==> config.mk <==
export PLATFORM = sky130hd
export DESIGN_NAME = lpm_cell
export DESIGN_NICKNAME = d
export VERILOG_FILES = /design/src/longest_prefix_match_table_assert.svh /design/src/lpm_pkg.sv /design/src/lpm_cell.sv
export SDC_FILE = /design/constraint.sdc
export NUM_CORES = 1
export LEC_CHECK = 0
export ABC_CLOCK_PERIOD_IN_PS = 3060
export BUFFER_PORTS_ARGS = -buffer_cell sky130_fd_sc_hd__buf_4
export CAP_MARGIN = 20
export CORE_UTILIZATION = 50
export DETAILED_ROUTE_END_ITERATION = 6
export PLACE_DENSITY = 0.79
export SLEW_MARGIN = 20
export SYNTH_ARGS = -nofsm -noshare
export SYNTH_HDL_FRONTEND = slang
export SYNTH_SLANG_ARGS = --single-unit
==> constraint.sdc <==
create_clock -name clk -period 3.06 [get_ports clk]
set_input_delay 0.153 -clock clk [delete_from_list [all_inputs] [get_ports clk]]
set_output_delay 0.153 -clock clk [all_outputs]
set_load 0.03 [all_outputs]
==> src/longest_prefix_match_table_assert.svh <==
// ----------------------------------------------------------------------------
// Assertion macros for the longest prefix match table
// Concurrent checks that compile away when NO_ASSERTIONS is defined.
// ----------------------------------------------------------------------------
`ifndef LONGEST_PREFIX_MATCH_TABLE_ASSERT_SVH
`define LONGEST_PREFIX_MATCH_TABLE_ASSERT_SVH

`ifndef NO_ASSERTIONS

// same-cycle implication
`define LPM_ASSERT_NOW(label, clk, rst_n, ante, cons, msg) \
    label: assert property (@(posedge clk) disable iff (!rst_n) (ante) |-> (cons)) \
        else $error(msg);

// next-cycle implication
`define LPM_ASSERT_NEXT(label, clk, rst_n, ante, cons, msg) \
    label: assert property (@(posedge clk) disable iff (!rst_n) (ante) |=> (cons)) \
        else $error(msg);

`else

`define LPM_ASSERT_NOW(label, clk, rst_n, ante, cons, msg)
`define LPM_ASSERT_NEXT(label, clk, rst_n, ante, cons, msg)

`endif

`endif

==> src/lpm_pkg.sv <==
// ----------------------------------------------------------------------------
// lpm_pkg
// Types, constants and the prefix mask function of the route table.
// ----------------------------------------------------------------------------
`timescale 1ns / 1ps
`default_nettype none

package lpm_pkg;

    localparam int ADDR_W     = 32;
    localparam int LEN_W      = 6;
    localparam int IDX_OUT_W  = 6;
    localparam int S_DATA_W   = 40;
    localparam int M_DATA_W   = 48;
    localparam logic [LEN_W-1:0]  MAX_LEN   = 6'd32;
    localparam logic [ADDR_W-1:0] FULL_MASK = 32'hffff_ffff;

    typedef enum logic [0:0] {
        OP_INSERT = 1'b0,
        OP_LOOKUP = 1'b1
    } op_t;

    // transfer moving down the chain of cells
    typedef struct packed {
        op_t               op;
        logic              full;
        logic              hit;
        logic [ADDR_W-1:0] key;
        logic [ADDR_W-1:0] best_net;
        logic [LEN_W-1:0]  best_len;
    } item_t;

    function automatic logic [ADDR_W-1:0] prefix_mask(input logic [LEN_W-1:0] len);
        logic [ADDR_W-1:0] m;
        if (len > MAX_LEN)
        begin
            m = '0;
        end
        else
        begin
            m = ~(FULL_MASK >> len);
        end
        return m;
    endfunction

endpackage

`default_nettype wire

==> src/lpm_cell.sv <==
// ----------------------------------------------------------------------------
// lpm_cell
// One route slot of the table: stores a route on its insert and folds its
// route into the best match of each passing lookup.
// ----------------------------------------------------------------------------
`timescale 1ns / 1ps
`default_nettype none

module lpm_cell #(
    parameter int CELL_INDEX = 0,
    parameter int IDX_W      = 7
) (
    input  wire logic                clk,
    input  wire logic                rst_n,
    input  wire logic                advance,
    input  wire logic                in_valid,
    input  wire lpm_pkg::item_t      in_item,
    input  wire logic [IDX_W-1:0]    in_cnt,
    input  wire logic [IDX_W-1:0]    in_best_idx,
    output logic                     out_valid,
    output lpm_pkg::item_t           out_item,
    output logic [IDX_W-1:0]         out_cnt,
    output logic [IDX_W-1:0]         out_best_idx
);

    localparam logic [IDX_W-1:0] MY_IDX = IDX_W'(CELL_INDEX);

    logic [lpm_pkg::ADDR_W-1:0] net_reg;
    logic [lpm_pkg::LEN_W-1:0]  len_reg;
    logic                       valid_reg;
    lpm_pkg::item_t             item_reg;
    lpm_pkg::item_t             item_next;
    logic [IDX_W-1:0]           cnt_reg;
    logic [IDX_W-1:0]           best_idx_reg;
    logic [IDX_W-1:0]           best_idx_next;
    logic [lpm_pkg::ADDR_W-1:0] mask;
    logic                       live;
    logic                       match;
    logic                       wr_en;

    always_comb
    begin
        mask  = lpm_pkg::prefix_mask(len_reg);
        // only slots filled before this lookup arrived take part
        live  = in_cnt > MY_IDX;
        match = (in_item.op == lpm_pkg::OP_LOOKUP) && live &&
                (len_reg <= lpm_pkg::MAX_LEN) &&
                (((in_item.key ^ net_reg) & mask) == '0);
        item_next     = in_item;
        best_idx_next = in_best_idx;
        // strictly longer wins, so the earliest slot keeps ties
        if (match && (!in_item.hit || (len_reg > in_item.best_len)))
        begin
            item_next.hit      = 1'b1;
            item_next.best_net = net_reg;
            item_next.best_len = len_reg;
            best_idx_next      = MY_IDX;
        end
        wr_en = advance && in_valid && (in_item.op == lpm_pkg::OP_INSERT) &&
                !in_item.full && (in_cnt == MY_IDX);
    end

    always_ff @(posedge clk)
    begin
        if (wr_en)
        begin
            net_reg <= in_item.key;
            len_reg <= in_item.best_len;
        end
    end

    always_ff @(posedge clk or negedge rst_n)
    begin
        if (!rst_n)
        begin
            valid_reg <= 1'b0;
        end
        else if (advance)
        begin
            valid_reg <= in_valid;
        end
    end

    always_ff @(posedge clk)
    begin
        if (advance)
        begin
            item_reg     <= item_next;
            cnt_reg      <= in_cnt;
            best_idx_reg <= best_idx_next;
        end
    end

    assign out_valid    = valid_reg;
    assign out_item     = item_reg;
    assign out_cnt      = cnt_reg;
    assign out_best_idx = best_idx_reg;

endmodule

`default_nettype wire

==> metrics.md, run 1 <==
| Metric | Value |
|---|---|
| Syn Nets | ~420 |
| Number of sinks driven by the clock tree | between 100 and 150 |
| Final-layout setup total negative slack | 0 ps |
| Fraction of synthesized cell area taken by the top area cell type | a little over two thirds |
| Minimum period implied by the final worst setup slack | approximately 2900 ps |
| Worst-margin pin slew | just under 700 ps |
| Placed cell areas | around 6900 um^2 |
| Flip-flop and latch area | ~3800 um^2 |
| Commonest cells after routing, fill and taps aside | 190 x buf_4, 125 x edfxtp_1, 90 x dlygate4sd3_1, 32 x mux2_4 |
| Worst slew slack as a fraction of its limit | 54.44% |
| Number of design rule violations left after detail routing | 0 |
| Area growth, synth to finish | 56.85% |
| Crit path launch type | register |
| Number of instances in the synthesized netlist | roughly 330 |
| Clk Latency, worst-skew pair | 510 ps |
| Min-delay worst type | in2reg |
| Die Span Y | 105.9 um |
| Placed cell count | 635 |
| Detail-routed via count per cell | between 5 and 6 |
| FF-to-FF Start | len_reg[5] |
| Initial DRC Count | approximately 360 |
| Most used flip-flop cell after synthesis | edfxtp_1 |
| Fraction of registers with async set/reset | less than 1% |
| Buffers & Inverters on Critical Path | 2 |
| Die footprint | around 11000 um^2 |
| CTS tree | done |
| Number of flip-flops in the largest register | 73 |
| Port Buffer Count | around 180 |
| Part of the total power dissipated in combinational logic | around 14% |
| Type of the worst setup path | reg2reg |
| Total via count in the routed design | approximately 4000 |
| Total congestion overflow | 0 |
| Routed Wire Length | ~14000 um |
| Status | completed |
| Critical path fanouts, max | 32 |
| Number of failing hold endpoints at the final stage | 0 |
| Final worst clock skew | a little over 8 ps |
| Multi-input logic area | 1508 um^2 |
| Level count of the clock H-tree | 4 |
| RSZ-0062 raised after global routing | false |
| Top cells by area in the synthesized netlist | edfxtp_1 70%, mux2_4 8.9%, xnor2_1 2.6%, xor2_1 2.6%, a21oi_1 1.5% |
| GR Util All Layers | a little over a quarter |
| Avg WL per Cell | 18.88 um |
| Sw Ratio | between 20% and 30% |
| Ys Warns | 0 |
| Leakage | 3.525 nW |
| Worst vdd rail ir drop | ~370 uV |
| Effective utilization at floorplan | 52.01% |
| Final-layout fill cell count | 500 |
| Arrival time at the worst endpoint | about 3100 ps |
| Proportion of power drawn by flip-flops and latches | about 42% |
| Final antenna-violating net count | 0 |
| Clock transition at path regs | approximately 60 ps |
| Post-synth EDFFs | 125 |
| Count of non-filler cells in the finished layout | between 700 and 800 |
| Distinct cells, synth | between 40 and 50 |
| Synthesized area divided by synthesized cell count | around 17 um^2 |
| Share of the clock period used by the worst path | 94.38% |
| Final-report max-slew violation count | 0 |
| Worst setup path start | len_reg[5] |
| Number of placement rows | 37 |
| Cell family with the largest share of critical-path delay | simple AND/OR/NAND/NOR gates |
| DP Wirelength | 8385 um |
| Power Dens Cells | 567.6 nW/um^2 |
| Clock Tree Root | clkbuf_8 |
| Post-synth design cell area | 5394 um^2 |
| Final design instance area without fill | 8461 um^2 |
| Number of endpoints failing setup at the final stage | 0 |
| Clock group share of total power | 43.7% |
| Inserted Diodes | 0 |
| Antenna violations before repair | 0 |
| Worst-path cell with the longest stage delay | or4_4 |
| Maximum buffer depth of the clock tree | 2 |
| Wire length of the first global-routing pass | between 20000 and 25000 um |
| Largest net degree at the start of global routing | 57 |
| Io pins | 179 |
| Last weighted congestion value of the routability-driven placer | 0.7951 |
| Hold path startpoint | advance |
| Delay of the slowest critical-path stage | between 500 and 600 ps |
| Number of CTS-inserted buffers | 17 |
| Sequential fraction of the synthesis area | approximately 70% |
| Most frequent standard cell in the layout excluding fill and tap cells | buf_4 |
| Final net count | between 700 and 800 |
| Internal portion of total power | 3.659 mW |
| Net switching power | about 1.1 mW |
| Detailed-routing iteration count for the pre-antenna-repair pass | 6 |
| Via count of the first global-routing pass | 3916 |
| Cells along the critical path | buf_4 -> or4_4 -> o21ai_0 -> a21oi_1 -> nor4_1 -> and3_1 -> nand3_4 -> buf_12 -> mux2_4 |
| Floorplan core area | approximately 10000 um^2 |
| Post-synthesis cell type with the largest combined area | edfxtp_1 |
| Kind of end point of the critical path | register |
| Max Fclk | around 350 MHz |
| Number of flip-flops and latches in the synthesized netlist | roughly 130 |
| Horizontal die dimension | 105.9 um |
| Worst path required time | about 3300 ps |
| Fraction of final layout cells sized beyond drive strength 1 | 42.54% |
| Maximum Capacitance Violations | 0 |
power by group through the flow:
| stage | sequential (mW) | combinational, mW | clock [mW] |
|---|---|---|---|
| finish | 2.04 | 0.666 | 2.10 |
| global route | 2.04 | 0.694 | 2.20 |
| floorplan | 2.26 | 0.0739 | 0 |
| CTS | 2.03 | 0.657 | 2.12 |
| global placement | 2.07 | 0.554 | 0 |
| detailed placement | 2.07 | 0.561 | 0 |
worst reg2reg max path, delay by kind of cell, from the launching register on:
family / cells / cell delay [ps]
buffers and inverters: 2 / 380
flip-flops: 1 / 470
AND/OR/NAND/NOR: 4 / 1170
multiplexers: 1 / 350
AO/OA/AOI/OAI: 2 / 270
synthesized netlist by cell type (2+ instances only):
master and instances:
a21oi_1 16, xor2_1 16, buf_6 4, buf_1 2, ha_1 6, xnor2_1 16, nor2_1 8, or4_4 2
nand3_1 2, o211a_1 2, a2111oi_0 2, edfxtp_1 125, clkbuf_1 6, nor4_1 5, mux2_2 5, a21o_1 2
nand2_1 11, a211oi_1 3, nor3_1 5, o21ai_0 16, and2_1 8, nand4_1 3, inv_1 10, mux2_4 32
per-layer routing:
metal / wire length (um) / vias up / global-route usage [%]
met1: 5548 / 1891 / 30.59
li1: - / 1816 / -
met3: 962 / 23 / 6.617
met5: 0 / - / 0
met4: 306 / 0 / 10.42
met2: 7513 / 231 / 46.03
final cells by class:
type / instances / share of cell area, %
Clock inverter: 14 / 2.425
Sequential cell: 126 / 44.66
Inverter: 10 / 0.4437
Multi-Input combinational cell: 175 / 17.82
Timing Repair Buffer: 281 / 27.74
Clock buffer: 17 / 4.895
Tap cell: 136 / 2.011
worst paths after layout:
| check | end | slack [ps] | depth (start not counted) |
|---|---|---|---|
| setup / recovery | out_item[18] | 170 | 9 |
| hold / removal | out_item[32] | 130 | 1 |
| setup reg to reg | out_item[18] | 170 | 9 |
| hold reg to reg | out_valid | 580 | 2 |
| max in group asynchronous | out_valid | 2440 | 3 |
| min in group asynchronous | out_valid | 510 | 3 |
per-stage QoR:
step	setup WS [ps]	utilization [%]	power, mW	hold WS (ps)
floorplan	445.8	-	2.336	-142.6
global placement	191.7	66.69	2.621	-71.36
detailed placement	204.8	66.69	2.629	-70.02
CTS	204.0	81.35	4.813	119.3
global route	18.00	81.59	4.940	114.0
finish	171.9	81.59	4.802	126.9
cells by family (layout without fill, tap and decap cells):
kind of cell    count (synthesis)  in the layout  share of synthesized area [%]
flops                         126            126                          70.05
compound gates                 51             51                          5.962
simple gates                   48             48                          4.941
mux                            38             38                          10.14
xor+xnor                       32             32                          5.196
buf+inv                        24            322                          2.320
fa+ha+maj                       6              6                          1.392
timing repair:
action | in CTS | in global routing
hold buffers | 90 | 0
endpoints found under the setup margin | 0 | 37
hold endpoints to repair | 126 | 0
buffers inserted | 0 | 3
gates resized for setup | 0 | 1
(Power assumes the default switching activity.)
==> run 2, diff against run 1 <==
- ABC_CLOCK_PERIOD_IN_PS: 3060 -> 3500
- CORE_UTILIZATION: 50 -> 51
- PLACE_DENSITY: 0.79 -> 0.81
- clock period: 3.06 -> 3.5 ns (I/O delays scaled with it)
==> run 2 against run 1 <==
Compared with the run above: clock power is 17% lower; cell count is 0.53% lower; sequential share of layout area is 0.46 points higher; sequential power is 13% lower; register-to-register slack better by 170 ps; non-clock buffer count is 5 lower; fmax is 8.7% lower; final area is 1.0% lower; critical path depth is 1 lower; global-route usage is 3.9 points higher; die area is 1.9% lower; largest power group is now registers; highest routed layer unchanged.
==> metrics.md, run 2 (same netlist as run 1, synthesis figures left out) <==
| Metric | Value |
|---|---|
| Status | completed |
| Critical path fanouts, max | 27 (-16%) |
| Arrival time at the worst endpoint | 3430 ps (+290 ps) |
| Horizontal die dimension | 104.8 um (-0.97%) |
| Delay of the slowest critical-path stage | 660 ps (+120 ps) |
| Number of endpoints failing setup at the final stage | 0 (unchanged) |
| Kind of end point of the critical path | register |
| Commonest cells after routing, fill and taps aside | 186 x buf_4, 125 x edfxtp_1, 90 x dlygate4sd3_1, 32 x mux2_4 |
| Worst Hold Depth | 1 (unchanged) |
| Number of placement rows | 37 (unchanged) |
| Antenna violations before repair | 0 (unchanged) |
| Avg WL per Cell | 21.05 um (+12%) |
| End point of the most critical hold path | out_item[64] |
| Clk Latency, worst-skew pair | 530 ps (+20 ps) |
| Final worst slack | 337.3 ps (+165.5 ps) |
| Min-delay worst type | in2reg |
| Worst-margin pin slew | 718.0 ps (+34.54 ps) |
| GR Util All Layers | 30.06% (+3.9 points) |
| Final-layout fill cell count | 535 (+7.0%) |
| Worst path required time | 3770 ps (+460 ps) |
| Total congestion overflow | 0 (unchanged) |
| Io pins | 179 (unchanged) |
| Final worst clock skew | 12.41 ps (+4.343 ps) |
| Type of the worst setup path | reg2reg |
| Clock Tree Root | clkbuf_8 |
| Final worst hold slack | 144.6 ps (+17.67 ps) |
| Final design instance area without fill | 8374 um^2 (-1.0%) |
| FF-to-FF Start | len_reg[2] |
| Largest net degree at the start of global routing | 57 (unchanged) |
| Initial DRC Count | 493 (+37%) |
| Routed Wire Length | 15890 um (+11%) |
| Worst vdd rail ir drop | 295.0 uV (-20%) |
| Worst flop-to-flop path endpoint | out_item[36] |
| Final-layout setup total negative slack | 0 ps (unchanged) |
| Final-report max-slew violation count | 0 (unchanged) |
| Crit path launch type | register |
| Detail-routed via count per cell | 5.424 (+3.9%) |
| Number of sinks driven by the clock tree | 126 (unchanged) |
| Number of design rule violations left after detail routing | 0 (unchanged) |
| Level count of the clock H-tree | 4 (unchanged) |
| Number of flip-flops in the largest register | 73 (unchanged) |
| Post-CTS Hold Fix Bufs | 90 (unchanged) |
| CTS tree | done |
| Power Dens Cells | 491.1 nW/um^2 (-13%) |
| Effective utilization at floorplan | 52.48% (+0.47 points) |
| Post-placement setup slack | 503.3 ps (+298.4 ps) |
| Setup slack of the most critical reg-to-reg path | 340 ps (+170 ps) |
| Floorplan core area | 10280 um^2 (-0.89%) |
| Via count of the first global-routing pass | 4352 (+11%) |
| Area growth, synth to finish | 55.25% |
| Total via count in the routed design | 4095 (+3.4%) |
| Detailed-routing iteration count for the pre-antenna-repair pass | 6 (unchanged) |
| Final antenna-violating net count | 0 (unchanged) |
| FF-to-FF path depth | 8 (-1) |
| Worst slew slack as a fraction of its limit | 52.13% (-2.3 points) |
| Number of failing hold endpoints at the final stage | 0 (unchanged) |
| Maximum buffer depth of the clock tree | 2 (unchanged) |
| Max Fclk | 316.2 MHz (-8.7%) |
| Port Buffer Count | 178 (unchanged) |
| Fraction of final layout cells sized beyond drive strength 1 | 41.84% (-0.69 points) |
| Pwr Total | 4.113 mW (-14%) |
| Hold path startpoint | advance |
| Minimum period implied by the final worst setup slack | 3163 ps (+274.5 ps) |
| DP Wirelength | 8760 um (+4.5%) |
| RSZ-0062 raised after global routing | false |
| Number of buffers inserted to repair setup after CTS | 0 (unchanged) |
| Wire length of the first global-routing pass | 24250 um (+14%) |
| Clock transition at path regs | 60 ps (about the same) |
| Inserted Diodes | 0 (unchanged) |
| Maximum Capacitance Violations | 0 (unchanged) |
| Final net count | 703 (-0.71%) |
| Buffers & Inverters on Critical Path | 1 (-1) |
| Share of the clock period used by the worst path | 90.36% (-4.0 points) |
| Number of CTS-inserted buffers | 17 (unchanged) |
| Count of non-filler cells in the finished layout | 755 (-0.53%) |
| Final core utilization | 81.48% (-0.10 points) |
| Leakage | 3.462 nW (-1.8%) |
| Worst-path cell with the longest stage delay | edfxtp_1 |
| Placed cell areas | 6888 um^2 (-0.40%) |
| Number of instances resized during post-cts repair | 0 (unchanged) |
| Die Span Y | 104.8 um (-0.97%) |
| Last weighted congestion value of the routability-driven placer | 0.8444 (+6.2%) |
| Cells along the critical path | or4_4 -> o21ai_0 -> a21oi_1 -> nor4_1 -> and3_1 -> nand3_4 -> buf_4 -> mux2_4 |
| Die footprint | 10990 um^2 (-1.9%) |
| Cell family with the largest share of critical-path delay | simple AND/OR/NAND/NOR gates |
| Most frequent standard cell in the layout excluding fill and tap cells | buf_4 |
| Placed cell count | 633 (-0.31%) |
[run 2: metal layers]
metal	vias up	wire length (um)	track usage, %
met5	-	0	0
met4	0	336	12.27
met3	31	1331	7.361
met2	272	8404	53.03
met1	1984	5822	35.08
li1	1808	-	-
[run 2: area by class of cell]
type	count	area, um^2	share of cell area (%)
flip-flops and latches	126	3779	45.12
repair buffers	276	2297	27.43
multi-input cells	175	1505	17.97
clock inverters	15	171.4	2.047
well taps	136	170.2	2.032
clock buffers	17	414.1	4.945
inverters	10	37.54	0.4482
[run 2: how the worst max path moves through the flow]
stage,startpoint,endpoint,depth (start not counted)
detailed placement,len_reg[5],out_item[35],8
CTS,len_reg[2],out_item[36],8
global placement,len_reg[2],out_item[35],8
global route,len_reg[2],out_item[36],8
floorplan,in_cnt[4],len_reg[0],3
finish,len_reg[2],out_item[36],8
[run 2: worst reg2reg max path, delay by kind of cell, from the launching register on]
| kind | cells | cell delay (ps) |
|---|---|---|
| AND/OR/NAND/NOR | 4 | 1310 |
| AO/OA/AOI/OAI | 2 | 270 |
| multiplexers | 1 | 380 |
| flip-flops | 1 | 660 |
| buffers and inverters | 1 | 280 |
[run 2: where the power goes]
group / leakage (nW) / switching (mW) / internal, mW
clock network: 0.270 / 0.660 / 1.08
registers: 1.21 / 0.0305 / 1.75
logic: 1.99 / 0.314 / 0.275
